<file path="src/spectral_peak_picker_core_defines.svh">
// assertion macros for the spectral peak picker
`ifndef SPECTRAL_PEAK_PICKER_CORE_DEFINES_SVH
`define SPECTRAL_PEAK_PICKER_CORE_DEFINES_SVH
// implication checked on every rising clock edge out of reset
`define SPP_ASSERT_IMP(label, clk, rst_n, ante, cons, msg) \
    label: assert property (@(posedge clk) disable iff (!rst_n) (ante) |-> (cons)) \
        else $error(msg);
// next-cycle implication
`define SPP_ASSERT_NEXT(label, clk, rst_n, ante, cons, msg) \
    label: assert property (@(posedge clk) disable iff (!rst_n) (ante) |=> (cons)) \
        else $error(msg);
`endif

</file>
<file path="src/spp_pkg.sv">
// shared types, constants and helpers of the spectral peak picker
`default_nettype none
package spp_pkg;
    localparam int MAX_BIN_DEF     = 4096;
    localparam int SAMPLE_BITS_DEF = 24;
    localparam int BIN_W = 13;
    localparam int SQ_W  = 48;
    localparam int EN_W  = 60;
    localparam int MAG_W = 24;
    localparam int OFS_W = 16;
    localparam int QUEUE_DEPTH = 2;

    localparam logic [BIN_W-1:0] BIN_SAT = '1;
    localparam logic [EN_W-1:0]  ENERGY_MAX = '1;

    localparam logic [1:0] REG_MIN_BIN   = 2'd0;
    localparam logic [1:0] REG_MAX_BIN   = 2'd1;
    localparam logic [1:0] REG_THRESHOLD = 2'd2;

    typedef struct packed {
        logic signed [23:0] real_part;
        logic signed [23:0] imag_part;
        logic               frame_end;
    } t_in_item;

    typedef struct packed {
        logic [BIN_W-1:0]        peak_bin;
        logic signed [OFS_W-1:0] peak_offset;
        logic [MAG_W-1:0]        peak_magnitude;
        logic [EN_W-1:0]         band_energy;
        logic                    detected;
    } t_out_item;

    // frame summary handed from front to back
    typedef struct packed {
        logic [SQ_W-1:0]  best_sq;
        logic [SQ_W-1:0]  left_sq;
        logic [SQ_W-1:0]  right_sq;
        logic [BIN_W-1:0] best_idx;
        logic             interp;
        logic [EN_W-1:0]  energy;
    } t_frame;

    typedef enum logic [2:0] {
        S_IDLE, S_SQRT_C, S_SQRT_L, S_SQRT_R, S_DIV, S_DONE
    } t_back_state;
endpackage
`default_nettype wire

</file>
<file path="src/spp_queue.sv">
// short frame-summary queue between front and back
`default_nettype none
module spp_queue
    import spp_pkg::*;
(
    input  wire logic   i_clk,
    input  wire logic   i_rst_n,
    input  wire logic   i_push,
    input  wire t_frame i_data,
    output logic        o_full,
    output logic        o_empty,
    input  wire logic   i_pop,
    output t_frame      o_data
);
    t_frame r_mem [QUEUE_DEPTH];
    logic [$clog2(QUEUE_DEPTH)-1:0] r_wp, r_rp;
    logic [$clog2(QUEUE_DEPTH):0]   r_cnt;

    assign o_full  = (r_cnt == ($clog2(QUEUE_DEPTH)+1)'(QUEUE_DEPTH));
    assign o_empty = (r_cnt == '0);
    assign o_data  = r_mem[r_rp];

    always_ff @(posedge i_clk) begin
        if (i_push) r_mem[r_wp] <= i_data;
        if (!i_rst_n) begin
            r_wp <= '0; r_rp <= '0; r_cnt <= '0;
        end else begin
            if (i_push) r_wp <= r_wp + 1'b1;
            if (i_pop)  r_rp <= r_rp + 1'b1;
            r_cnt <= r_cnt + (i_push ? 1'b1 : 1'b0) - (i_pop ? 1'b1 : 1'b0);
        end
    end
endmodule
`default_nettype wire

</file>
<file path="config.mk">
export PLATFORM = sky130hd
export DESIGN_NAME = spp_queue
export DESIGN_NICKNAME = d
export VERILOG_FILES = /design/src/spectral_peak_picker_core_defines.svh /design/src/spp_pkg.sv /design/src/spp_queue.sv
export SDC_FILE = /design/constraint.sdc
export NUM_CORES = 1
export LEC_CHECK = 0
export ABC_CLOCK_PERIOD_IN_PS = 10500
export BUFFER_PORTS_ARGS = -buffer_cell sky130_fd_sc_hd__buf_2
export CAP_MARGIN = 0
export CORE_ASPECT_RATIO = 0.6
export CORE_MARGIN = 5
export CORE_UTILIZATION = 35
export DETAILED_ROUTE_END_ITERATION = 8
export SLEW_MARGIN = 10
export SYNTH_ARGS = -nofsm -noshare
export SYNTH_HDL_FRONTEND = slang
export SYNTH_SLANG_ARGS = --single-unit
</file>
<file path="constraint.sdc">
create_clock -name i_clk -period 10.5 [get_ports i_clk]
set_input_delay 0.525 -clock i_clk [delete_from_list [all_inputs] [get_ports i_clk]]
set_output_delay 0.525 -clock i_clk [all_outputs]
set_load 0.005 [all_outputs]
</file>
==> impl_metrics.csv <==
group,metric,value,unit
finish,fill_cells,4116,
synth,seq_area_frac_synth,80.7,%
cts,cts_sinks,441,
synth,synth.cell_area,16300,sq um
sta,fin_skew,0.0122,ns
grt,grt_pass1_vias,8837,
synth,synthesis.instances,699,
setup_path,path_class,"flop to primary output",
placed_design,dp.cells,1755,
setup_path,start_kind,"flop",
outcome,status,"finished, final reports clean",
die,io-pin-count,442,
setup_path,arrival,2.74,ns
synth,synth_top_area_share,80.1,%
die,initial_core_util,35.3,%
setup_path,required,9.98,ns
sta,timing.hold.ws,0.166,ns
routing,viasPerCell,4.47,
routing,vias,8192,
sta,hold_viol_final,0,
sta,period_minus_slack,3.27,ns
synth,synth-seq-cells,441,
placed_design,place_area,19200,sq um
synth,syn-num-nets,923,
sta,fmax,0.306,GHz
placed_design,post-place-ws,7.22,ns
die,core,46300,sq um
routing,drt_first_pass_iters,4,
cts,clk_latency,0.54,ns
finish,fin_cells,1834,
min_path,hold_class,"input port to flop",
finish,antenna_cells,0,
placed_design,hpwlAfterDp,23700,microns
sta,setup_slack,7.23,ns
synth,yosysTopAreaCell,"edfxtp_1",
sta,finalSetupViolCount,0,
setup_path,r2r_start,"r_wp$_SDFFE_PN0P_",
die,die_area,51300,sq um
finish,drive_above_1_share,60.9,%
cts,hold_buffers,0,
routing,drt_iter0_drc,425,
min_path,hp-start,"i_data[4]",
routing,postRouteAntennaNets,0,
synth,synth_flop_cell,"edfxtp_1",
cts,cts_tree,"built",
synth,synth.distinct_cells,15,
routing,wl,35300,microns
sta,fin_setup_tns,0,ns
synth,synth_most_common_cell,"edfxtp_1",
grt,antenna_found_initial,9,
finish,area.growth.synth_to_final,26.1,%
grt,gr-total-overflow,0,
synth,synthTopCellsByCount,"436 x edfxtp_1, 118 x mux2_2, 100 x mux2_4",
sta,relSlewSlack,27.2,%
die,placement_rows,61,
synth,syn-mean-instance-area,23.4,sq um
finish,finalNetCount,1394,
setup_path,critPathMaxFanout,60,
grt,grt_max_degree,75,
sta,drv_slew,0,
sta,rsz0062_at_grt,"no",
die,die_x,289,microns
power_and_ir_drop,ir_drop,0.134,mV
cts,clk_pin_slew,0.06,ns
cts,ctsRootBufferMaster,"clkbuf_16",
finish,final_cell_area,20600,sq um
cts,cts_inserted_buffers,43,
setup_path,cp-end-kind,"primary output",
cts,cts_resized,0,
placed_design,gp_congestion,0.741,
grt,grtUsageTotal,13.0,%
grt,grt_pass1_wl,51300,microns
power_and_ir_drop,power_leakage,7.85,nW
power_and_ir_drop,powerDensity,192,nW/um^2
routing,drc,0,
routing,routedWlPerCell,19.3,microns
synth,synthArstFlopShare,0,%
job,drv_cap,0,
synth,synth_area_leaders,"edfxtp_1 80%, mux2_4 9.2%, mux2_2 8.1%, buf_6 0.76%, dfxtp_1 0.61%",
die,die_h,177,microns
sta,tightest_slew,1.09,ns
synth,yosysWarnings,0,
synth,synth-edff-count,436,
placed_design,io_buffers,441,
cts,clock_path_buffers,3,
cts,htree_num_levels,2,
sta,fin_crit_sh,31.1,%
cts,post_cts_buffers,0,
==> worst max-delay path, stage by stage, from the launching register on <==
cell     delay (ns)
dfxtp_4        0.64
buf_4          0.88
mux2_2         0.44
buf_2          0.14
==> report_power, final <==
| group | switching (mW) | total [mW] | internal (mW) |
|---|---|---|---|
| combinational | 0.186 | 0.393 | 0.207 |
| clock | 0.638 | 1.51 | 0.872 |
| sequential | 0.0247 | 2.06 | 2.04 |
==> per-stage QoR <==
| stage | total power [mW] | util, % |
|---|---|---|
| after floorplan | 2.33 | - |
| after global placement | 2.49 | 41.6 |
| after detailed placement | 2.50 | 41.6 |
| after CTS | 4.04 | 44.6 |
| after global routing | 4.14 | 44.6 |
| final | 3.97 | 44.6 |
==> cells by family (layout without fill, tap and decap cells) <==
| family | Yosys count | count (layout) | synth area share (%) |
|---|---|---|---|
| AO/OA/AOI/OAI | 1 | 1 | 0.0459 |
| XOR/XNOR | 2 | 2 | 0.191 |
| adder cells (fa/ha/maj) | 2 | 2 | 0.153 |
| buffers and inverters | 26 | 531 | 1.25 |
| flip-flops | 441 | 441 | 80.7 |
| multiplexers | 218 | 218 | 17.3 |
| AND/OR/NAND/NOR | 9 | 9 | 0.329 |
==> path summary, 6_finish.rpt <==
| kind | depth (start not counted) | end | slack (ns) |
|---|---|---|---|
| worst min-delay path | 1 | r_mem[1][4]$_DFFE_PP_ | 0.17 |
| worst min register to register | 2 | flop | 0.60 |
| worst max register to register | 3 | r_mem[0][137]$_DFFE_PP_ | 7.64 |
| worst max-delay path | 3 | o_data[213] | 7.23 |
==> routing by layer <==
metal  up-vias  share of wire [%]  GRT usage, %
met5         -               0.23             0
met4        12                2.2          3.12
met3        81                8.4          4.70
met2       263                 48          21.6
met1      4098                 41          16.5
li1       3738                  -             -
==> registers in the layout, summed over array words and instances, names as in the netlist, named ones only <==
name / count
r_cnt: 2
r_mem: 436
r_rp: 1
r_wp: 1
==> area by class of cell <==
cell class	instances	area [sq um]	area share (%)
clock inverter	25	243	1.18
multi-input combinational	232	2960	14.4
timing repair buffer	450	2270	11.0
clock buffer	54	1140	5.53
tap	630	788	3.83
inverter	2	7.51	0.0364
sequential	441	13200	64.0
==> cells in the final DEF, fill, tap and decap left out <==
master      Yosys  routed
clkinvlp_4      0       3
clkinv_2        0       8
buf_2          10     441
buf_4           3       9
clkinv_8        0       1
dfxtp_1         5       4
bufinv_16       0       4
edfxtp_1      436     436
clkbuf_1        0      10
clkbuf_16       0      44
clkinv_1        0       7
ha_1            2       2
and2_4          0       1
nor2_1          1       1
xnor3_1         1       1
inv_6           0       2
dfxtp_4         0       1
xor2_1          1       1
nor2b_1         4       3
mux2_2        118     118
o21a_1          1       1
inv_1           2       2
and2_1          4       3
nor2b_4         0       1
mux2_4        100     100
(Power assumes the default switching activity.)
