--- src/spectral_peak_picker_core_defines.svh ---
// assertion macros for the spectral peak picker
`ifndef SPECTRAL_PEAK_PICKER_CORE_DEFINES_SVH
`define SPECTRAL_PEAK_PICKER_CORE_DEFINES_SVH
// implication checked on every rising clock edge out of reset
`define SPP_ASSERT_IMP(label, clk, rst_n, ante, cons, msg) \
    label: assert property (@(posedge clk) disable iff (!rst_n) (ante) |-> (cons)) \
        else $error(msg);
// next-cycle implication
`define SPP_ASSERT_NEXT(label, clk, rst_n, ante, cons, msg) \
    label: assert property (@(posedge clk) disable iff (!rst_n) (ante) |=> (cons)) \
        else $error(msg);
`endif

--- src/spp_pkg.sv ---
// shared types, constants and helpers of the spectral peak picker
`default_nettype none
package spp_pkg;
    localparam int MAX_BIN_DEF     = 4096;
    localparam int SAMPLE_BITS_DEF = 24;
    localparam int BIN_W = 13;
    localparam int SQ_W  = 48;
    localparam int EN_W  = 60;
    localparam int MAG_W = 24;
    localparam int OFS_W = 16;
    localparam int QUEUE_DEPTH = 2;

    localparam logic [BIN_W-1:0] BIN_SAT = '1;
    localparam logic [EN_W-1:0]  ENERGY_MAX = '1;

    localparam logic [1:0] REG_MIN_BIN   = 2'd0;
    localparam logic [1:0] REG_MAX_BIN   = 2'd1;
    localparam logic [1:0] REG_THRESHOLD = 2'd2;

    typedef struct packed {
        logic signed [23:0] real_part;
        logic signed [23:0] imag_part;
        logic               frame_end;
    } t_in_item;

    typedef struct packed {
        logic [BIN_W-1:0]        peak_bin;
        logic signed [OFS_W-1:0] peak_offset;
        logic [MAG_W-1:0]        peak_magnitude;
        logic [EN_W-1:0]         band_energy;
        logic                    detected;
    } t_out_item;

    // frame summary handed from front to back
    typedef struct packed {
        logic [SQ_W-1:0]  best_sq;
        logic [SQ_W-1:0]  left_sq;
        logic [SQ_W-1:0]  right_sq;
        logic [BIN_W-1:0] best_idx;
        logic             interp;
        logic [EN_W-1:0]  energy;
    } t_frame;

    typedef enum logic [2:0] {
        S_IDLE, S_SQRT_C, S_SQRT_L, S_SQRT_R, S_DIV, S_DONE
    } t_back_state;
endpackage
`default_nettype wire

--- src/spp_front.sv ---
// front end: per-bin squaring, band energy and peak tracking, one bin a cycle while the queue has room
`default_nettype none
module spp_front
    import spp_pkg::*;
#(
    parameter int MAX_BIN     = MAX_BIN_DEF,
    parameter int SAMPLE_BITS = SAMPLE_BITS_DEF
) (
    input  wire logic             i_clk,
    input  wire logic             i_rst_n,
    input  wire logic             i_valid,
    output logic                  o_stall,
    input  wire t_in_item         i_item,
    input  wire logic [BIN_W-1:0] i_min_bin,
    input  wire logic [BIN_W-1:0] i_max_bin,
    output logic                  o_push,
    output t_frame                o_frame,
    input  wire logic             i_full,
    output logic                  o_busy
);
    localparam logic [BIN_W-1:0] MAXB = BIN_W'(MAX_BIN);
    localparam int PW = SAMPLE_BITS;

    // stage 1: absolute values
    logic            r_v1, r_end1;
    logic [PW-1:0]   r_re, r_im;
    // stage 2: squares
    logic            r_v2, r_end2;
    logic [SQ_W-1:0] r_sq;

    logic [BIN_W-1:0] r_cnt, r_best_idx;
    logic [SQ_W-1:0]  r_best, r_prev, r_left, r_right;
    logic             r_pend;
    logic [EN_W-1:0]  r_energy;

    logic [BIN_W-1:0] lo, hi;
    logic             acc, in_band, better;
    logic [EN_W:0]    esum;
    logic [SQ_W-1:0]  right_now;

    function automatic logic [PW-1:0] part_abs(input logic [23:0] raw);
        logic [PW-1:0] v;
        v = raw[PW-1:0];
        if (v[PW-1]) v = ~v + 1'b1;
        return v;
    endfunction

    // result stage may push only when the queue has room; stall whole pipe then
    assign o_stall = i_full;
    assign acc     = i_valid && !o_stall;
    assign o_busy  = r_v1 || r_v2;

    assign lo = (i_min_bin == '0) ? BIN_W'(1) : i_min_bin;
    assign hi = (i_max_bin > MAXB) ? MAXB : i_max_bin;
    assign in_band = (r_cnt >= lo) && (r_cnt <= hi);
    assign better  = in_band && (r_sq > r_best);
    assign esum    = {1'b0, r_energy} + EN_W'(r_sq) + (EN_W+1)'(0);
    assign right_now = r_pend ? r_sq : r_right;

    always_ff @(posedge i_clk) begin
        if (!i_rst_n) begin
            r_v1 <= 1'b0;
            r_v2 <= 1'b0;
        end else if (!o_stall) begin
            r_v1 <= acc;
            r_v2 <= r_v1;
        end
        if (!o_stall) begin
            r_re   <= part_abs(i_item.real_part);
            r_im   <= part_abs(i_item.imag_part);
            r_end1 <= i_item.frame_end;
            r_sq   <= SQ_W'({24'd0, r_re} * {24'd0, r_re}) + SQ_W'({24'd0, r_im} * {24'd0, r_im});
            r_end2 <= r_end1;
        end
    end

    always_ff @(posedge i_clk) begin
        if (!i_rst_n) begin
            r_cnt <= '0; r_best <= '0; r_best_idx <= '0; r_prev <= '0;
            r_left <= '0; r_right <= '0; r_pend <= 1'b0; r_energy <= '0;
        end else if (r_v2 && !o_stall) begin
            if (r_end2) begin
                r_cnt <= '0; r_best <= '0; r_best_idx <= '0; r_prev <= '0;
                r_left <= '0; r_right <= '0; r_pend <= 1'b0; r_energy <= '0;
            end else begin
                r_right <= better ? '0 : right_now;
                r_pend  <= better ? 1'b1 : 1'b0;
                if (in_band) r_energy <= esum[EN_W] ? ENERGY_MAX : esum[EN_W-1:0];
                if (better) begin
                    r_best     <= r_sq;
                    r_best_idx <= r_cnt;
                    r_left     <= r_prev;
                end
                r_prev <= r_sq;
                if (r_cnt != BIN_SAT) r_cnt <= r_cnt + 1'b1;
            end
        end
    end

    // frame summary from the last bin
    always_comb begin
        o_push = r_v2 && r_end2 && !o_stall;
        o_frame.best_sq  = better ? r_sq : r_best;
        o_frame.best_idx = better ? r_cnt : r_best_idx;
        o_frame.left_sq  = better ? r_prev : r_left;
        o_frame.right_sq = better ? '0 : right_now;
        o_frame.energy   = !in_band ? r_energy : (esum[EN_W] ? ENERGY_MAX : esum[EN_W-1:0]);
        o_frame.interp   = (o_frame.best_idx > lo) && (o_frame.best_idx < hi);
    end
endmodule
`default_nettype wire

--- config.mk ---
export PLATFORM = sky130hd
export DESIGN_NAME = spp_front
export DESIGN_NICKNAME = d
export VERILOG_FILES = /design/src/spectral_peak_picker_core_defines.svh /design/src/spp_pkg.sv /design/src/spp_front.sv
export SDC_FILE = /design/constraint.sdc
export NUM_CORES = 2
export LEC_CHECK = 0
export BUFFER_PORTS_ARGS = -buffer_cell sky130_fd_sc_hd__buf_2
export CAP_MARGIN = 20
export CORE_MARGIN = 5
export CORE_UTILIZATION = 30
export DETAILED_ROUTE_END_ITERATION = 8
export HOLD_SLACK_MARGIN = 0.12
export PLACE_DENSITY = 0.44
export SYNTH_ARGS = -nofsm -noshare
export SYNTH_HDL_FRONTEND = slang
export SYNTH_SLANG_ARGS = --single-unit
export TNS_END_PERCENT = 30
--- constraint.sdc ---
create_clock -name i_clk -period 9.1 [get_ports i_clk]
set_clock_uncertainty 0.05 [all_clocks]
set_input_delay 0.91 -clock i_clk [delete_from_list [all_inputs] [get_ports i_clk]]
set_output_delay 0.91 -clock i_clk [all_outputs]
set_load 0.1 [all_outputs]
==> summary.md <==
| Metric | Value |
|---|---|
| IO Port Bufs | `299` |
| Final setup fails | `0` |
| Worst Path Buf+Inv | `8` |
| Initial antenna violation count | `12` |
| Final Util | `34.0%` |
| Most used DFF post-synth | `dfxtp_1` |
| Cell variety after synth | `79` |
| MaxCap Viol Count | `0` |
| Initial core utilization | `30.2%` |
| Number of global-route vias before repair | `42600` |
| Crit path DAT | `8.99 ns` |
| Post-route ant nets | `0` |
| Die W | `434 um` |
| Clock Tree Root | `clkbuf_16` |
| Later-pin clock latency in the skew report | `0.64 ns` |
| Synth warn | `0` |
| Part of the Yosys area used for sequential elements | `15.9%` |
| RR Startpoint | `r_re[8]$_DFFE_PN_` |
| Hold Buf Count CTS | `0` |
| Core Footprint | `0.178 sq mm` |
| Storage element area | `0.00857 sq mm` |
| Max incr delay on CP | `0.54 ns` |
| Area of the mapped netlist | `0.0538 sq mm` |
| Worst reg-to-reg setup slack | `0.43 ns` |
| Vias/cell | `4.66` |
| Async set-reset flop share out of synthesis | `0%` |
| Dpl hpwl | `141000 um` |
| Highest clock rate | `0.115 GHz` |
| Boundary Pins | `300` |
| First-pass GRT wire length | `262000 um` |
| Routed len/inst | `20.0 um` |
| CP endpoint | `r_sq[46]$_DFFE_PN_` |
| Flop and latch count out of synthesis | `379` |
| Die Area | `0.188 sq mm` |
| Hold Slack | `0.376 ns` |
| CTS tree | `yes` |
| Syn_area_per_cell | `9.31 sq um` |
| Commonest non-fill, non-tap cells in the layout | `1285 x inv_1, 936 x fa_1, 574 x nand2_1, 476 x ha_1, 298 x buf_2` |
| R2R cell count | `30` |
| Crit share post-route | `95.3%` |
| FF-to-FF End | `r_sq[46]$_DFFE_PN_` |
| Layout cells sized above 1 | `11.0%` |
| GRT overflow | `0` |
| Area of the multi-input gates | `0.0396 sq mm` |
| RSZ-0062 raised after global routing | `no` |
| Tmin final | `8.67 ns` |
| Die Y | `434 um` |
| CP Launch Point | `r_re[8]$_DFFE_PN_` |
| Post-Syn Nets | `7273` |
| Status | `complete, no violations` |
| Post-Layout Cell Count | `8462` |
| Fill count | `18600` |
| CP max FO | `5` |
| Relative slew slack | `24.6%` |
| Wirelength, routed | `169000 um` |
| Clock-pin slew on the worst setup and hold paths | `0.06 ns` |
| Placed Cells incl. Taps | `8347` |
| Hold Vio Cnt, Final | `0` |
| Row count | `155` |
| Most common cell on crit path | `fa_1` |
| Worst-margin pin slew | `1.13 ns` |
| DR pass1 iterations | `5` |
| Vias | `39400` |
| Clk sink count | `379` |
| H-Tree Depth | `2` |
| Clk buf depth | `3` |
| Worst setup EP type | `flop` |
| Commonest non-fill, non-tap cell in the layout | `inv_1` |
| WS Path Type | `reg2reg` |
| Layout Nets | `7559` |
| Min-Delay Path Class | `reg2reg` |
| Fin Setup TNS | `0 ns` |
| CP Data Required Time | `9.42 ns` |
| Startpoint Class | `flop` |
| Synth Instances | `5782` |
| CP Depth | `30` |
| Final Max Tran Viols | `0` |
| GRT Total Usage | `18.1%` |
| Largest net degree at the start of global routing | `133` |
| # DRC | `0` |
| Area grow syn2layout | `12.7%` |
| EDFF count, synth | `98` |
| Total CTS buffers | `48` |
| 1st-iter DRT viols | `1859` |
| Crit path max-delay cell type | `fa_1` |
| Delay-heaviest family, CP | `adder cells` |
| Routability Congestion | `0.885` |
-- cell usage after synthesis, types with 13 or more instances --
| master | n | area [sq um] |
|---|---|---|
| nor2_1 | 205 | 769 |
| a22o_1 | 93 | 815 |
| a211oi_1 | 13 | 97.6 |
| nand3_1 | 37 | 185 |
| nand3b_1 | 49 | 368 |
| edfxtp_1 | 98 | 2940 |
| mux2_2 | 65 | 732 |
| clkbuf_1 | 227 | 852 |
| o31ai_1 | 17 | 128 |
| a21o_1 | 106 | 796 |
| xor2_1 | 61 | 534 |
| nand2b_1 | 21 | 131 |
| dfxtp_1 | 281 | 5630 |
| a21boi_0 | 54 | 405 |
| inv_1 | 1287 | 4830 |
| a31oi_1 | 54 | 338 |
| ha_1 | 476 | 5960 |
| nand2_1 | 576 | 2160 |
| nor3_1 | 26 | 130 |
| fa_1 | 936 | 18700 |
| nor2b_1 | 85 | 532 |
| mux2i_1 | 54 | 541 |
| a22oi_1 | 52 | 390 |
| nand4_1 | 47 | 294 |
| o21ai_0 | 174 | 871 |
| a21oi_1 | 136 | 681 |
| buf_1 | 15 | 56.3 |
| and3_1 | 18 | 113 |
| xnor2_1 | 106 | 928 |
| and2_1 | 242 | 1510 |
-- what timing repair did --
| item | CTS | global route |
|---|---|---|
| setup endpoints to repair | 0 | 7 |
| resized for setup | 0 | 12 |
| hold endpoints to repair | 0 | 0 |
| setup buffers | 0 | 26 |
-- final cells by class --
type | count | area share, %
antenna | 1 | 0.00413
clock buffer | 72 | 2.33
clock inverter | 16 | 0.254
inverter | 1287 | 7.97
multi-input combinational | 3865 | 65.2
sequential | 379 | 14.1
tap | 2355 | 4.86
timing repair buffer | 487 | 5.23
-- state kept, by name, summed over array words and instances (netlist names) --
register,count
r_energy,60
r_best,48
r_im,24
r_end1,1
r_v1,1
r_v2,1
r_left,48
r_pend,1
r_prev,48
r_best_idx,13
r_end2,1
r_right,48
r_cnt,13
r_sq,48
r_re,24
-- cell families (layout without fill, tap and decap cells) --
family	Yosys count	in the layout	synth area share, %
buffers and inverters	1538	1862	10.8
adders and majority gates	1412	1412	45.9
and+or+nand+nor	1363	1363	12.3
AOI/OAI and AO/OA	804	804	10.1
DFF	379	379	15.9
xor gates and xnor gates	167	167	2.72
muxes	119	119	2.36
other	0	1	0
-- through the flow --
step           setup slack, ns  area [sq um]
2_1_floorplan            0.692         53800
3_3_place_gp             0.178         58800
3_5_place_dp             0.111         58800
4_1_cts                 0.0588         60400
5_1_grt                 0.0208         60700
6_report                 0.428         60700
-- per-layer routing --
layer	vias to the layer above	routed length (um)	track usage (%)
li1	18700	-	-
met5	-	0	0
met4	0	4110	4.02
met2	688	84000	32.3
met3	176	6430	2.11
met1	19800	74400	23.5
-- how the worst min path moves through the flow --
stage | startpoint | to | slack [ns] | cells after the start
global route | r_end1$_DFFE_PN_ | r_end2$_DFFE_PN_ | 0.38 | 0
floorplan | r_end1$_DFFE_PN_ | r_end2$_DFFE_PN_ | 0.35 | 0
detailed placement | r_end1$_DFFE_PN_ | r_end2$_DFFE_PN_ | 0.37 | 0
finish | r_end1$_DFFE_PN_ | r_end2$_DFFE_PN_ | 0.38 | 0
CTS | r_end1$_DFFE_PN_ | r_end2$_DFFE_PN_ | 0.38 | 0
global placement | r_end1$_DFFE_PN_ | r_end2$_DFFE_PN_ | 0.36 | 0
Power is not shown: default switching activity piles up to over one toggle a cycle in this logic, so the estimate is an artifact.
