File: src/spectral_peak_picker_core_defines.svh
// assertion macros for the spectral peak picker
`ifndef SPECTRAL_PEAK_PICKER_CORE_DEFINES_SVH
`define SPECTRAL_PEAK_PICKER_CORE_DEFINES_SVH
// implication checked on every rising clock edge out of reset
`define SPP_ASSERT_IMP(label, clk, rst_n, ante, cons, msg) \
    label: assert property (@(posedge clk) disable iff (!rst_n) (ante) |-> (cons)) \
        else $error(msg);
// next-cycle implication
`define SPP_ASSERT_NEXT(label, clk, rst_n, ante, cons, msg) \
    label: assert property (@(posedge clk) disable iff (!rst_n) (ante) |=> (cons)) \
        else $error(msg);
`endif

File: src/spp_pkg.sv
// shared types, constants and helpers of the spectral peak picker
`default_nettype none
package spp_pkg;
    localparam int MAX_BIN_DEF     = 4096;
    localparam int SAMPLE_BITS_DEF = 24;
    localparam int BIN_W = 13;
    localparam int SQ_W  = 48;
    localparam int EN_W  = 60;
    localparam int MAG_W = 24;
    localparam int OFS_W = 16;
    localparam int QUEUE_DEPTH = 2;

    localparam logic [BIN_W-1:0] BIN_SAT = '1;
    localparam logic [EN_W-1:0]  ENERGY_MAX = '1;

    localparam logic [1:0] REG_MIN_BIN   = 2'd0;
    localparam logic [1:0] REG_MAX_BIN   = 2'd1;
    localparam logic [1:0] REG_THRESHOLD = 2'd2;

    typedef struct packed {
        logic signed [23:0] real_part;
        logic signed [23:0] imag_part;
        logic               frame_end;
    } t_in_item;

    typedef struct packed {
        logic [BIN_W-1:0]        peak_bin;
        logic signed [OFS_W-1:0] peak_offset;
        logic [MAG_W-1:0]        peak_magnitude;
        logic [EN_W-1:0]         band_energy;
        logic                    detected;
    } t_out_item;

    // frame summary handed from front to back
    typedef struct packed {
        logic [SQ_W-1:0]  best_sq;
        logic [SQ_W-1:0]  left_sq;
        logic [SQ_W-1:0]  right_sq;
        logic [BIN_W-1:0] best_idx;
        logic             interp;
        logic [EN_W-1:0]  energy;
    } t_frame;

    typedef enum logic [2:0] {
        S_IDLE, S_SQRT_C, S_SQRT_L, S_SQRT_R, S_DIV, S_DONE
    } t_back_state;
endpackage
`default_nettype wire

File: src/spp_back.sv
// back end: shared iterative square root and divider, then the result register
`default_nettype none
module spp_back
    import spp_pkg::*;
(
    input  wire logic             i_clk,
    input  wire logic             i_rst_n,
    input  wire logic             i_empty,
    input  wire t_frame           i_frame,
    output logic                  o_pop,
    input  wire logic [MAG_W-1:0] i_threshold,
    output logic                  o_valid,
    input  wire logic             i_stall,
    output t_out_item             o_item
);
    t_back_state r_state, n_state;
    logic [SQ_W-1:0]  r_x;     // sqrt radicand
    logic [MAG_W-1:0] r_root;
    logic [4:0]       r_step;
    logic [MAG_W-1:0] r_c, r_l, r_r;
    logic [40:0]      r_rem, r_quo;
    logic [26:0]      r_den;
    logic             r_neg;
    logic [5:0]       r_dstep;
    logic             r_valid;
    t_out_item        r_item;

    logic             st_load, sqrt_done, div_done, den_ok;
    logic [MAG_W+1:0] c2, lr;
    logic [MAG_W-1:0] diff;
    logic [MAG_W-1:0] root_nx;
    logic [41:0]      rem_sh;
    logic signed [OFS_W-1:0] ofs;
    logic [SQ_W-1:0]  sq_try;
    logic [41:0]      qr;

    // restoring root: one result bit per cycle
    assign root_nx   = r_root | (MAG_W'(1) << r_step);
    assign sqrt_done = (r_step == 5'd0);
    assign div_done  = (r_dstep == 6'd0);

    assign sq_try = SQ_W'({24'd0, root_nx} * {24'd0, root_nx});

    assign c2 = {1'b0, r_c, 1'b0};
    assign lr = (MAG_W+2)'(r_l) + (MAG_W+2)'(r_r);
    assign den_ok = (c2 >= lr) && (c2 != lr);
    assign diff = (r_r < r_l) ? r_l - r_r : r_r - r_l;
    assign rem_sh = {r_rem, r_quo[40]};

    // next state
    always_comb begin
        n_state = r_state;
        case (r_state)
            S_IDLE:   if (!i_empty) n_state = S_SQRT_C;
            S_SQRT_C: if (sqrt_done) n_state = i_frame.interp ? S_SQRT_L : S_DONE;
            S_SQRT_L: if (sqrt_done) n_state = S_SQRT_R;
            S_SQRT_R: if (sqrt_done) n_state = S_DIV;
            S_DIV:    if (div_done || !den_ok) n_state = S_DONE;
            S_DONE:   if (!r_valid || !i_stall) n_state = S_IDLE;
            default:  n_state = S_IDLE;
        endcase
    end

    // outputs
    always_comb begin
        st_load = (r_state == S_IDLE) && !i_empty;
        o_pop   = (r_state == S_DONE) && (!r_valid || !i_stall);
    end

    // rounded quotient: q = floor((2n + den) / (2 den)), sat to Q1.15
    always_comb begin
        qr = {1'b0, r_quo} + 42'd1;
        qr = qr >> 1;
        ofs = '0;
        if (r_state == S_DONE && i_frame.interp && den_ok) begin
            if (r_neg) ofs = (qr > 42'd32768) ? -16'sd32768 : -OFS_W'(qr[15:0]);
            else       ofs = (qr > 42'd32767) ? 16'sd32767 : OFS_W'(qr[15:0]);
        end
    end

    always_ff @(posedge i_clk) begin
        if (!i_rst_n) begin
            r_state <= S_IDLE;
            r_valid <= 1'b0;
        end else begin
            r_state <= n_state;
            if (o_pop) r_valid <= 1'b1;
            else if (!i_stall) r_valid <= 1'b0;
        end
        if (st_load || (r_state == S_SQRT_C && sqrt_done && i_frame.interp)
            || (r_state == S_SQRT_L && sqrt_done)) begin
            r_root <= '0;
            r_step <= 5'd23;
            r_x    <= st_load ? i_frame.best_sq
                    : (r_state == S_SQRT_C) ? i_frame.left_sq : i_frame.right_sq;
        end else if (r_state == S_SQRT_C || r_state == S_SQRT_L || r_state == S_SQRT_R) begin
            if (sq_try <= r_x) r_root <= root_nx;
            if (!sqrt_done) r_step <= r_step - 1'b1;
        end
        if (r_state == S_SQRT_C && sqrt_done) r_c <= (sq_try <= r_x) ? root_nx : r_root;
        if (r_state == S_SQRT_L && sqrt_done) r_l <= (sq_try <= r_x) ? root_nx : r_root;
        if (r_state == S_SQRT_R && sqrt_done) begin
            r_r <= (sq_try <= r_x) ? root_nx : r_root;
        end
        // divider start: dividend n<<15 (2n<<14), divisor den, 41 quotient bits
        if (r_state == S_SQRT_R && sqrt_done) r_dstep <= 6'd42;
        if (r_state == S_DIV && r_dstep == 6'd42) begin
            r_quo   <= {2'b0, diff, 15'd0};
            r_rem   <= '0;
            r_den   <= 27'(c2 - lr);
            r_neg   <= r_r < r_l;
            r_dstep <= 6'd41;
        end else if (r_state == S_DIV && !div_done) begin
            if (rem_sh >= 42'(r_den)) begin
                r_rem <= 41'(rem_sh - 42'(r_den));
                r_quo <= {r_quo[39:0], 1'b1};
            end else begin
                r_rem <= rem_sh[40:0];
                r_quo <= {r_quo[39:0], 1'b0};
            end
            r_dstep <= r_dstep - 1'b1;
        end
        if (o_pop) begin
            r_item.peak_bin       <= i_frame.best_idx;
            r_item.peak_offset    <= ofs;
            r_item.peak_magnitude <= r_c;
            r_item.band_energy    <= i_frame.energy;
            r_item.detected       <= r_c > i_threshold;
        end
    end

    assign o_valid = r_valid;
    assign o_item  = r_item;
endmodule
`default_nettype wire
File: config.mk
export PLATFORM = sky130hd
export DESIGN_NAME = spp_back
export DESIGN_NICKNAME = d
export VERILOG_FILES = /design/src/spectral_peak_picker_core_defines.svh /design/src/spp_pkg.sv /design/src/spp_back.sv
export SDC_FILE = /design/constraint.sdc
export NUM_CORES = 2
export LEC_CHECK = 0
export BUFFER_PORTS_ARGS = -buffer_cell sky130_fd_sc_hd__buf_2
export CAP_MARGIN = 20
export CELL_PAD_IN_SITES_DETAIL_PLACEMENT = 0
export CELL_PAD_IN_SITES_GLOBAL_PLACEMENT = 1
export CORE_MARGIN = 3
export CORE_UTILIZATION = 35
export DETAILED_ROUTE_END_ITERATION = 7
export PLACE_DENSITY_LB_ADDON = 0.1
export SLEW_MARGIN = 25
export SYNTH_ARGS = -nofsm -noshare
export SYNTH_HDL_FRONTEND = slang
export SYNTH_SLANG_ARGS = --single-unit
File: constraint.sdc
create_clock -name i_clk -period 13.55 [get_ports i_clk]
set_clock_uncertainty 0.15 [all_clocks]
set_input_delay 2.71 -clock i_clk [delete_from_list [all_inputs] [get_ports i_clk]]
set_output_delay 2.71 -clock i_clk [all_outputs]
set_load 0.02 [all_outputs]
==> metrics <==
result of the run completed; largest voltage drop on the vdd net between 90 and 100 uV; most frequent cells in the layout 817 x inv_1, 435 x fa_1, 385 x nand2_1, 373 x ha_1, 361 x buf_2; Total Die Area between 100,000 and 150,000 um^2; Clock Latency Late Sink 0.63 ns; core footprint around 110,000 um^2; Routed Antenna Nets 0; library cell used as clock root buffer clkbuf_16; share of final-layout standard cells stronger than drive strength 1 0.1210; horizontal die dimension roughly 350 um; placer's final routability congestion estimate 0.8481; Area Overhead vs Synth 12.89%; antenna violations before repair 1; max-slew headroom at the worst pin 0.3165; power density cells ~110 nW/um^2; global router's overall resource usage 0.1997; area fraction of the dominant cell type after synthesis 0.2162; RR Endpoint r_r[0]; final-layout fill cell count 11.61k; worst min-delay path endpoint r_root[2]; sink count of the clock tree roughly 380; pin count of the biggest net entering global routing a little under 100; cells after synthesis between 4k and 5k; diode count 0; number of setup violations in the final report 0; PostCTS Resize Cnt 0; average via count per standard cell a little under 5; Critical Path Start Type flip-flop; detailed placer's ending HPWL slightly below 100,000 um; Layout Nets 5,659; count of flip-flops with a built-in enable after synthesis 285; most common library cell in the layout ignoring fill and taps inv_1; total negative setup slack 0 ns; post-layout power ~5 mW; number of distinct library cell variants in the gate-level netlist after synthesis 94; Synth Area per Inst ~9.4 um^2; cts bufs inserted 48; sum of routed wire length over all layers between 100,000 and 150,000 um; TritonCTS clock tree done; flop2flop setup slack between 0.9 and 1 ns; setup repair after global routing missed its margin false; biggest fanout along the worst timing path 25; Setup Crit Path Kind reg -> reg; max frequency roughly 0.08 GHz; count of endpoints failing hold in the final timing report 0; port buffer count about 360; area used by multi-input combinational logic 26,080 um^2; data arrival time of the worst path 12.85 ns; total of hold buffers inserted after clock tree synthesis 0; number of slew-limit violations in the final report 0; vias after detailed routing 30.37k; most used flip-flop cell after synthesis edfxtp_1; Critical Path Max Stage Delay 0.65 ns; Crit Reg-Reg Startpoint r_step[1]; data required time at the worst endpoint about 14 ns; routed length per instance roughly 19 um; netlist area before placement approximately 40,000 um^2; Yosys warning count 0; clock edge transition at the registers on the reported setup and hold paths 0.06 ns; cell types with the largest area share after synthesis fa_1 22%, edfxtp_1 21%, ha_1 12%, inv_1 7.6%, dfxtp_1 4.8%; Die H 345.2 um; post-synth top area cell fa_1; Synth async-reset ratio 0; max-cap violation count 0; Rows between 100 and 150; starting density of the core 0.3556; wire length of the first global-routing pass 188,100 um; starting DRC count in detailed routing between 1.5k and 2k; CTS HTree Levels 2; beginning of the worst hold path r_root[2]; LEAKAGE 22.47 nW; total I/O pin count ~360; fin crit share 0.9320; standard cell with the maximum stage delay on the critical path fa_1; sequential cell area in the final layout between 10,000 and 15,000 um^2; path category of the worst min-delay check reg -> reg; kind of capture point of the worst setup path flip-flop; maximum buffer depth of the clock tree 3; Post-CTS Setup Bufs 0; worst hold path stage count 2; global-route congestion overflow total 0; part of the Yosys area used for sequential elements 0.2607; iteration count of the initial detailed-routing pass 5; synthesis-stage register bit count between 300 and 400; number of global-route vias before repair around 32k; DRC 0; post-synth net total roughly 5.4k; min cycle time layout approximately 13 ns; most frequent cell on the critical path fa_1; Register-to-Register Path Depth 40; Worst-Margin Slew around 1 ns
## critical path: cells and delay by family, from the launching register on
kind,cells,cell delay (ns)
simple gates,9,2.17
flops,1,0.39
buf+inv,8,1.52
fa+ha+maj,10,4.41
compound gates,13,3.70
## metrics by stage
stage	area [um^2]	setup WS [ns]	util	hold WS (ns)	instances
global route	45470	0.07532	0.4014	0.3338	6145
global placement	43780	0.7833	0.3865	0.3037	6055
floorplan	40280	2.185	-	0.2841	4296
finish	45470	0.9217	0.4014	0.3128	6145
CTS	45470	0.7805	0.4014	0.3107	6145
detailed placement	43780	0.8666	0.3865	0.3021	6055
## sequential cells by signal (all words and copies together), names as in the netlist, 3 cells and up
register,flops
r_rem,41
o_item,114
r_step,5
r_den,26
r_c,24
r_dstep,6
r_root,24
r_quo,41
r_r,24
r_x,48
r_state,3
r_l,24
## Yosys cell counts (9+ instances only)
| master | instances |
|---|---|
| inv_1 | 817 |
| fa_1 | 435 |
| nand2_1 | 385 |
| ha_1 | 373 |
| nor2_1 | 312 |
| edfxtp_1 | 285 |
| a21oi_1 | 184 |
| o21ai_0 | 182 |
| xnor2_1 | 117 |
| clkbuf_1 | 115 |
| a21o_1 | 102 |
| dfxtp_1 | 97 |
| mux2i_1 | 82 |
| nand3_1 | 65 |
| xor2_1 | 55 |
| nand4_1 | 50 |
| nor3_1 | 45 |
| o211ai_1 | 39 |
| o21a_1 | 29 |
| a22o_1 | 28 |
| nand2b_1 | 28 |
| nor2b_1 | 28 |
| and3_1 | 25 |
| o21bai_1 | 25 |
| a211oi_1 | 23 |
| o31ai_1 | 22 |
| a31oi_1 | 21 |
| nor4_1 | 20 |
| buf_2 | 19 |
| or3_1 | 18 |
| and2_1 | 17 |
| buf_4 | 13 |
| or2_2 | 13 |
| and4_1 | 12 |
| a211o_1 | 10 |
| o21ai_1 | 10 |
| o31a_1 | 10 |
| a31o_2 | 9 |
| buf_1 | 9 |
| or4_1 | 9 |
## power breakdown
part           internal (mW)  switching (mW)
logic                  0.708            1.24
registers               1.48           0.125
clock network          0.842           0.542
total                   3.03            1.91
## worst max path at each step
| stage | start | to | cells after the start |
|---|---|---|---|
| after floorplan | i_stall | o_pop | 1 |
| after global placement | r_step[1] | r_c[0] | 40 |
| after detailed placement | r_step[1] | r_c[0] | 40 |
| after CTS | r_step[1] | r_c[0] | 40 |
| after global routing | r_step[1] | r_l[0] | 40 |
| final | r_step[1] | r_r[0] | 40 |
## area by class of cell
class,instances,share of cell area
Multi-Input combinational cell,2932,0.5736
Clock inverter,25,0.007980
Tap cell,1500,0.04128
Inverter,823,0.06794
Sequential cell,382,0.2309
Clock buffer,65,0.02917
Timing Repair Buffer,418,0.04915
## kinds of logic (layout without fill, tap and decap cells)
family	count (synthesis)	in the layout	synth area share
compound gates	798	798	0.1309
flops	382	382	0.2607
xor+xnor	172	172	0.03740
mux	89	89	0.02243
simple gates	1065	1065	0.1229
buf+inv	982	1331	0.09356
fa+ha+maj	808	808	0.3321
## layer usage
| metal | global-route usage | vias up | part of all wire |
|---|---|---|---|
| li1 | - | 14882 | - |
| met1 | 0.2680 | 14771 | 0.45 |
| met2 | 0.3412 | 585 | 0.48 |
| met3 | 0.02254 | 136 | 0.038 |
| met4 | 0.05415 | 0 | 0.027 |
| met5 | 0 | - | 0 |
No activity file was read; power rests on OpenSTA's default activity.
